`config.mk`:
```
export PLATFORM = sky130hd
export DESIGN_NAME = eifn_ctrl
export DESIGN_NICKNAME = d
export VERILOG_FILES = /design/src/sv/exp_integrate_fire_neuron_macros.svh /design/src/sv/eifn_pkg.sv /design/src/sv/eifn_ctrl.sv
export SDC_FILE = /design/constraint.sdc
export NUM_CORES = 1
export LEC_CHECK = 0
export CELL_PAD_IN_SITES_DETAIL_PLACEMENT = 0
export CELL_PAD_IN_SITES_GLOBAL_PLACEMENT = 1
export CORE_UTILIZATION = 39
export DETAILED_ROUTE_END_ITERATION = 6
export DONT_BUFFER_PORTS = 1
export PLACE_DENSITY = 0.75
export SLEW_MARGIN = 5
export SYNTH_ARGS = -nofsm -noshare
export SYNTH_HDL_FRONTEND = slang
export SYNTH_SLANG_ARGS = --single-unit
```
`constraint.sdc`:
```
create_clock -name clk_i -period 1.7 [get_ports clk_i]
set_input_delay 0.34 -clock clk_i [delete_from_list [all_inputs] [get_ports clk_i]]
set_output_delay 0.34 -clock clk_i [all_outputs]
set_load 0.005 [all_outputs]
```
`src/sv/exp_integrate_fire_neuron_macros.svh`:
```
// ----------------------------------------------------------------------------
// Assertion macros for the exponential integrate-and-fire neuron
// Shared property wrappers, clocked on clk_i and disabled in reset.
// ----------------------------------------------------------------------------
`ifndef EXP_INTEGRATE_FIRE_NEURON_MACROS_SVH
`define EXP_INTEGRATE_FIRE_NEURON_MACROS_SVH

// Same-cycle implication
`define EIFN_ASSERT_IMPL(lbl, ante, cons) \
  lbl: assert property (@(posedge clk_i) disable iff (!rst_ni) (ante) |-> (cons)) \
    else $error("eifn: same-cycle check failed");

// Next-cycle implication
`define EIFN_ASSERT_NEXT(lbl, ante, cons) \
  lbl: assert property (@(posedge clk_i) disable iff (!rst_ni) (ante) |=> (cons)) \
    else $error("eifn: next-cycle check failed");

`endif

```
`src/sv/eifn_pkg.sv`:
```
// ----------------------------------------------------------------------------
// eifn_pkg
// Shared types and constants of the exponential integrate-and-fire neuron.
// ----------------------------------------------------------------------------
`timescale 1ns / 1ps
`default_nettype none

package eifn_pkg;

  // Configuration register indexes
  typedef enum logic [2:0] {
    CFG_FIRING_THRESHOLD = 3'd0,
    CFG_PEAK_LEVEL       = 3'd1,
    CFG_MEMBRANE_RES     = 3'd2,
    CFG_SHARPNESS        = 3'd3,
    CFG_REST_LEVEL       = 3'd4,
    CFG_RESET_LEVEL      = 3'd5,
    CFG_REFRACTORY_PER   = 3'd6,
    CFG_TIME_STEP        = 3'd7
  } cfg_idx_e;

  // Datapath operations issued by the controller
  typedef enum logic [3:0] {
    OP_NONE,
    OP_RATIO,
    OP_THR,
    OP_X,
    OP_Y,
    OP_G,
    OP_TERM,
    OP_E,
    OP_C,
    OP_D
  } op_e;

  typedef struct packed {
    logic load;
    logic start;
    logic finish;
    op_e  op;
  } cmd_t;

  typedef struct packed {
    logic fire;
    logic refr;
    logic done;
    logic last_term;
  } status_t;

  // Register reset values
  localparam logic signed [31:0] FTH_RST   = 32'sd983040;
  localparam logic signed [31:0] PEAK_RST  = 32'sd2621440;
  localparam logic        [30:0] RRES_RST  = 31'd131072;
  localparam logic        [30:0] SHARP_RST = 31'd6554;
  localparam logic signed [31:0] REST_RST  = 32'sd131072;
  localparam logic signed [31:0] RLEV_RST  = -32'sd262144;
  localparam logic        [30:0] PER_RST   = 31'd196608;
  localparam logic        [30:0] DT_RST    = 31'd655;

  // Q32 constants for the exponential
  localparam logic [33:0] LN2_Q32   = 34'd2977044472;
  localparam logic [33:0] LOG2E_Q32 = 34'd6196328019;
  localparam int          Q32_SHIFT = 32;

  // Taylor series length
  localparam logic [3:0]  TERMS = 4'd12;

endpackage

`default_nettype wire

```
`src/sv/eifn_ctrl.sv`:
```
// ----------------------------------------------------------------------------
// eifn_ctrl
// Step sequencer: issues datapath operations and runs the stream handshakes.
// ----------------------------------------------------------------------------
`timescale 1ns / 1ps
`default_nettype none

module eifn_ctrl (
  input  wire                clk_i,
  input  wire                rst_ni,
  input  wire                in_valid_i,
  output logic               in_ready_o,
  output logic               out_valid_o,
  input  wire                out_ready_i,
  input  eifn_pkg::status_t  status_i,
  output eifn_pkg::cmd_t     cmd_o
);

  typedef enum logic [3:0] {
    S_IDLE, S_RATIO, S_THR, S_X, S_Y, S_G, S_TERM, S_E, S_C, S_D, S_DONE
  } state_e;

  state_e state_q;
  logic   start_q;
  eifn_pkg::op_e op_q;
  logic   accept, emit;

  always_comb begin
    in_ready_o   = (state_q == S_IDLE);
    accept       = in_valid_i && in_ready_o;
    emit         = (state_q == S_DONE) && (!out_valid_o || out_ready_i);
    cmd_o.load   = accept;
    cmd_o.start  = start_q;
    cmd_o.finish = emit;
    cmd_o.op     = op_q;
  end

  always_ff @(posedge clk_i or negedge rst_ni) begin
    if (!rst_ni) begin
      state_q     <= S_IDLE;
      start_q     <= 1'b0;
      op_q        <= eifn_pkg::OP_NONE;
      out_valid_o <= 1'b0;
    end else begin
      start_q <= 1'b0;
      if (out_ready_i) begin
        out_valid_o <= 1'b0;
      end
      case (state_q)
        S_IDLE: begin
          if (accept) begin
            if (status_i.fire) begin
              state_q <= S_DONE;
            end else if (status_i.refr) begin
              state_q <= S_RATIO; start_q <= 1'b1; op_q <= eifn_pkg::OP_RATIO;
            end else begin
              state_q <= S_X; start_q <= 1'b1; op_q <= eifn_pkg::OP_X;
            end
          end
        end
        S_RATIO: if (status_i.done) begin
          state_q <= S_THR; start_q <= 1'b1; op_q <= eifn_pkg::OP_THR;
        end
        S_THR: if (status_i.done) begin
          state_q <= S_X; start_q <= 1'b1; op_q <= eifn_pkg::OP_X;
        end
        S_X: if (status_i.done) begin
          state_q <= S_Y; start_q <= 1'b1; op_q <= eifn_pkg::OP_Y;
        end
        S_Y: if (status_i.done) begin
          state_q <= S_G; start_q <= 1'b1; op_q <= eifn_pkg::OP_G;
        end
        S_G: if (status_i.done) begin
          state_q <= S_TERM; start_q <= 1'b1; op_q <= eifn_pkg::OP_TERM;
        end
        S_TERM: if (status_i.done) begin
          // Loop over the series, then scale by the slope
          start_q <= 1'b1;
          if (status_i.last_term) begin
            state_q <= S_E; op_q <= eifn_pkg::OP_E;
          end else begin
            op_q <= eifn_pkg::OP_TERM;
          end
        end
        S_E: if (status_i.done) begin
          state_q <= S_C; start_q <= 1'b1; op_q <= eifn_pkg::OP_C;
        end
        S_C: if (status_i.done) begin
          state_q <= S_D; start_q <= 1'b1; op_q <= eifn_pkg::OP_D;
        end
        S_D: if (status_i.done) begin
          state_q <= S_DONE; op_q <= eifn_pkg::OP_NONE;
        end
        S_DONE: begin
          if (emit) begin
            out_valid_o <= 1'b1;
            state_q     <= S_IDLE;
          end
        end
        default: state_q <= S_IDLE;
      endcase
    end
  end

endmodule

`default_nettype wire

```
==> After elaboration in Yosys (flattened, before gate mapping) <==
Index checks and enable logic that the tools add are counted.
{ "totals": {"register_bits": 10, "output_inout_bits": 9, "word_cells": 64} }
{ "op_classes": {"n_eq_ne": 23, "mux": 28, "reduce_logical": 9} }
{ "op_table": {"columns": ["cell", "count"], "rows": [
  ["$mux 4", 17],
  ["$pmux 4 s11", 1],
  ["$pmux 4 s10", 1],
  ["$ne 2x2->1 const B", 12],
  ["$reduce_and 12->1", 2],
  ["$eq 4x3->1 const B", 4],
  ["$eq 4x4->1 const B", 3],
  ["$reduce_bool 10->1", 1],
  ["$eq 4x2->1 const B", 2],
  ["$reduce_or 8->1", 1],
  ["$mux 1", 7],
  ["$eq 4x1->1 const B", 1],
  ["$logic_not 4->1", 1],
  ["$logic_and 1x1->1", 2],
  ["$mux 2", 1],
  ["$ne 2x1->1 const B", 1],
  ["$pmux 1 s2", 1],
  ["$logic_not 1->1", 1],
  ["$logic_or 1x1->1", 1]
]} }

==> Longest topological paths before layout <==
{ "logic_depth": {"word_depth": 5, "depth_mapped": 5, "mapped_depth_nobuf": 4} }

==> Worst setup path before layout <==
OpenSTA, ideal clock, no wires.
{ "synth_path": {"path_kind": "register to register", "start": "reg state_q[3]", "end": "reg op_q[0]", "t_arrival_ns": 1.671, "required_ns": 1.575, "setup_slack_ns": -0.095, "path_stages_with_launch": 5, "cell_sequence": "dfrtp_1 > or4b_1 > a211o_1 > o21ai_2 > mux2_2"} }
{ "synth_between": {"elab_chain_len": 4, "word_cells_on_any_way": 25} }
{ "synth_lines": {"columns": ["element", "line", "rtl"], "rows": [
  ["from (decl)", "eifn_ctrl.sv:23", "state_e state_q;"],
  ["from (signal assigned)", "eifn_ctrl.sv:40", "state_q <= S_IDLE;"],
  ["from (signal assigned)", "eifn_ctrl.sv:53", "state_q <= S_DONE;"],
  ["from (signal assigned)", "eifn_ctrl.sv:55", "state_q <= S_RATIO; start_q <= 1'b1; op_q <= eifn_pkg::OP_RATIO;"],
  ["branches (longest 4 deep; another with $reduce_and 12->1)", null, null],
  ["to (signal assigned)", "eifn_ctrl.sv:42", "op_q <= eifn_pkg::OP_NONE;"],
  ["to (signal assigned)", "eifn_ctrl.sv:82", "op_q <= eifn_pkg::OP_TERM;"],
  ["to (decl)", "eifn_ctrl.sv:25", "eifn_pkg::op_e op_q;"]
]} }
Several ways; the timed one is not identified.
A chain may end at the register's enable or synchronous reset.

==> Final worst setup path <==
{ "layout_path": {"start": "reg state_q[0]", "end": "reg op_q[3]"} }
The elaborated chain is that of the path after synthesis.

==> reports/qor_table.md <==
| Step | Item | Value |
|---|---|---|
| routing | Total via count in the routed design | 652 |
| cells and area | Number of nets in the layout | 101 |
| sta | Max-slew violations | 0 |
| worst setup path | Category of the critical setup timing path | reg -> reg |
| pwr | Fraction of power consumed by the clock network | 9.0% |
| pwr | Power Dens Cells | 1909 mW/mm² |
| sta | Fraction of the cycle the final worst path needs | 105.9% |
| synthesis | FF+latch count, synth | 10 |
| pwr | Cell internal pwr | 1.039 mW |
| clock network | Total CTS buffers | 3 |
| grt | Total congestion overflow after global routing | 0 |
| synthesis | Part of the Yosys area used for sequential elements | 35.91% |
| synthesis | Post-synthesis adder-cell area fraction | 0% |
| pwr | Switching component of the power | 692.9 µW |
| synthesis | Net count after synthesis | 88 |
| cells and area | Antenna diodes | 0 |
| routing | Final wirelength | 1736 µm |
| cells and area | Utilization of the core after routing | 56.91% |
| synthesis | Dominant combinational cell family by area after synthesis | compound AO/OA/AOI/OAI gates |
| clock network | Number of levels the H-tree was split into | 1 |
| routing | DR vias/cell | 5.670 |
| routing | DRC violation total after the first TritonRoute iteration | 16 |
| sta | Highest Clock Rate | 555.5 MHz |
| clock network | Clock transition time at the flip-flop clock pins of the worst setup and hold paths | 0.06 ns |
| synthesis | Compound-gate portion of the synthesized area | 25.49% |
| clock network | CTS root buffer | clkbuf_4 |
| cells and area | Register cell area after layout | 252.7 µm² |
| synthesis | Most area-hungry cell type in the Yosys netlist | dfrtp_1 |
| die | Die Height | 44.27 µm |
| sta | Clock tree skew after final layout | 0.003812 ns |
| grt | Antenna violations before repair | 0 |
| sta | WHS | 0.2805 ns |
| sta | Hold violation total from the final report | 0 |
| die | Horiz. Die Dim | 44.27 µm |
| sta | Clock period minus final worst setup slack | 1.800 ns |
| clock network | Number of buffers on the longest clock path | 2 |
| synthesis | Number of warning messages in the yosys log | 0 |
| sta | Worst-Margin Slew | 0.4686 ns |
| cells and area | Final standard cell count with taps included and fillers excluded | 115 |
| cells and area | Leading cell type in the layout, fill and taps excluded | buf_4 |
| cells and area | Leading cell types in the layout, fill and taps excluded | buf_4, dfrtp_1, nand2_1 |
| sta | Fin worst setup slack | -0.1001 ns |
| synthesis | Fraction of synthesized cell area taken by the top area cell type | 35.91% |
| grt | Maximum number of pins on one net before global-route repair | 16 |
| min path | Class of the most critical hold timing path | in -> reg |
| synthesis | Cell area after synthesis | 696.9 µm² |
| pwr | Sw frac | 40.01% |
| clock network | Clock insertion delay at the later pin of the skew report | 0.26 ns |
| synthesis | Gate count of the mapped netlist | 80 |
| grt | Via count of the first global-routing pass | 643 |
| worst setup path | Worst Path Max Fanout | 4 |
| job | Max_cap viols | 0 |
| die | Die Outline Area | 0.001960 mm² |
| pwr | Part of the power in registers | 24.9% |
| place | Final weighted congestion in routability-driven placement | 0.8202 |
| synthesis | Synth area leaders | dfrtp_1, mux2_2, nand2_1, o21ai_0, buf_4 |
| die | Initial Utilization | 43.72% |
| synthesis | Mux share of post-synthesis cell area | 4.847% |
| worst setup path | Worst EP required | 1.84 ns |
| clock network | Sink Count | 10 |
| cells and area | Filler cells | 141 |
| synthesis | Post-synthesis xor/xnor area fraction | 2.513% |
| die | Boundary pin count | 17 |
| die | Core outline area | 0.001594 mm² |
| status | Violations in the final reports | setup timing |
| synthesis | Number of distinct library cells after synthesis | 38 |
| worst setup path | Critical Path End Type | flip-flop |
| synthesis | Fraction of the mapped netlist area in simple logic gates | 22.80% |
| die | Standard-cell rows | 14 |
| sta | Remaining max-slew budget at the tightest pin | 68.66% |
| worst setup path | Critical path data arrival time | 1.94 ns |
| grt | Global-route wire length before repair | 2773 µm |
| place | PortBufs | 0 |
| cells and area | Area Growth Syn to Fin | 30.16% |
| pwr | Logic gate share of total power | 66.1% |
| grt | GRT Total Usage | 19.61% |
| sta | Unrepaired setup endpoints after global routing | true |
| status | Run status | finished with violations |
| pwr | LEAKAGE | 0.3728 nW |
| place | Placed cell count | 104 |
| routing | Post-DR wirelength/cell | 15.10 µm |
| synthesis | Synthesized area per cell | 8.711 µm² |
| routing | Number of iterations in the first detailed-routing pass | 6 |
| pwr | Worst ir drop on vdd | 0.7430 mV |
| cells and area | Layout cells sized above 1 | 34.07% |
| routing | Drt drc | 0 |
| worst setup path | Crit path launch type | flip-flop |
| place | Post-DP HPWL | 1206 µm |
| sta | Setup Total Neg Slack | -0.3192 ns |
| sta | Setup-violating endpoint count in the final report | 4 |
| cells and area | Multi-input logic area | 456.7 µm² |
| routing | ANT nets after route | 0 |
| clock network | Clock tree from TritonCTS | built |
-- layout make-up --
class / count / area share (%)
multi-input combinational: 58 / 50.34
inverter: 4 / 1.655
clock buffer: 3 / 2.483
tap: 24 / 3.310
sequential: 10 / 27.86
timing repair buffer: 16 / 14.34
-- path summary, 6_finish.rpt --
| check | from | to | slack [ns] | cells after the start |
|---|---|---|---|---|
| max reg2reg | state_q[0]$_DFFE_PN0P_ | op_q[3]$_DFFE_PN0P_ | -0.10 | 4 |
| min in group asynchronous | rst_ni | start_q$_DFF_PN0_ | 0.47 | 1 |
| min | status_i[1] | start_q$_DFF_PN0_ | 0.28 | 2 |
| min reg2reg | op_q[3]$_DFFE_PN0P_ | op_q[3]$_DFFE_PN0P_ | 0.54 | 1 |
| max | state_q[0]$_DFFE_PN0P_ | op_q[3]$_DFFE_PN0P_ | -0.10 | 4 |
| max in group asynchronous | rst_ni | state_q[1]$_DFFE_PN0P_ | 0.88 | 1 |
-- worst max-delay path, cell delays in order (launching register included) --
cell     delay [ns]
dfrtp_1        0.39
or4b_1         0.52
a211o_1        0.34
o21ai_4        0.12
mux2_4         0.32
-- power groups by stage --
stage          sequential (mW)  combinational [mW]  clock (mW)
2_1_floorplan            0.423               0.681           0
3_3_place_gp             0.460               0.865           0
3_5_place_dp             0.457               0.870           0
4_1_cts                  0.432                1.04       0.163
5_1_grt                  0.442                1.26       0.171
6_report                 0.432                1.14       0.156
-- registers in the layout (all words and copies together), names as in the netlist --
| register | cells |
|---|---|
| start_q | 1 |
| state_q | 4 |
| out_valid_o | 1 |
| op_q | 4 |
-- stage by stage --
stage                     area, µm²  setup WS (ns)  total power, mW
after CTS                     853.3       -0.09795            1.632
after global routing          907.1        -0.1361            1.874
after global placement        762.0       -0.02623            1.325
after detailed placement      762.0       -0.06375            1.328
final                         907.1        -0.1001            1.732
after floorplan               715.7       -0.04596            1.104
-- cell usage after synthesis --
| library cell | n |
|---|---|
| dfrtp_1 | 10 |
| nand2_1 | 7 |
| o21ai_0 | 5 |
| a21oi_1 | 4 |
| inv_1 | 4 |
| buf_4 | 3 |
| mux2_2 | 3 |
| nand3_1 | 3 |
| nor2_1 | 3 |
| nor2b_1 | 3 |
| a31oi_1 | 2 |
| buf_2 | 2 |
| clkbuf_1 | 2 |
| nand2b_1 | 2 |
| o22ai_1 | 2 |
| o31ai_1 | 2 |
| xnor2_1 | 2 |
| a2111oi_0 | 1 |
| a211o_1 | 1 |
| a211oi_1 | 1 |
| a22o_1 | 1 |
| and2_1 | 1 |
| and4b_1 | 1 |
| buf_1 | 1 |
| nand4bb_1 | 1 |
| nor3_1 | 1 |
| nor3b_1 | 1 |
| nor4b_1 | 1 |
| nor4bb_1 | 1 |
| o2111ai_1 | 1 |
| o211ai_1 | 1 |
| o21a_1 | 1 |
| o21ai_2 | 1 |
| o22a_1 | 1 |
| o2bb2ai_1 | 1 |
| o311ai_0 | 1 |
| or3_1 | 1 |
| or4b_1 | 1 |
-- logic make-up (layout without fill, tap and decap cells) --
logic type	count (synthesis)	in the layout
buffers and inverters	12	23
XOR/XNOR	2	2
AND/OR/NAND/NOR	27	27
multiplexers	3	3
AO/OA/AOI/OAI	26	26
flip-flops	10	10
-- repair_timing --
| action | CTS | global route |
|---|---|---|
| gates resized for setup | 6 | 8 |
| setup buffers | 6 | 1 |
| endpoints found under the setup margin | 5 | 10 |
| hold endpoints to repair | 10 | 0 |
| pin swaps | 2 | 1 |
| hold buffers | 1 | 0 |
-- layer usage --
layer	global-route usage [%]	up-vias	routed length [µm]
li1	-	323	-
met1	25.00	298	762
met2	30.59	29	831
met3	8.571	2	125
met4	4.848	0	16
met5	0	-	0
Power figures use the tool's default switching activity.
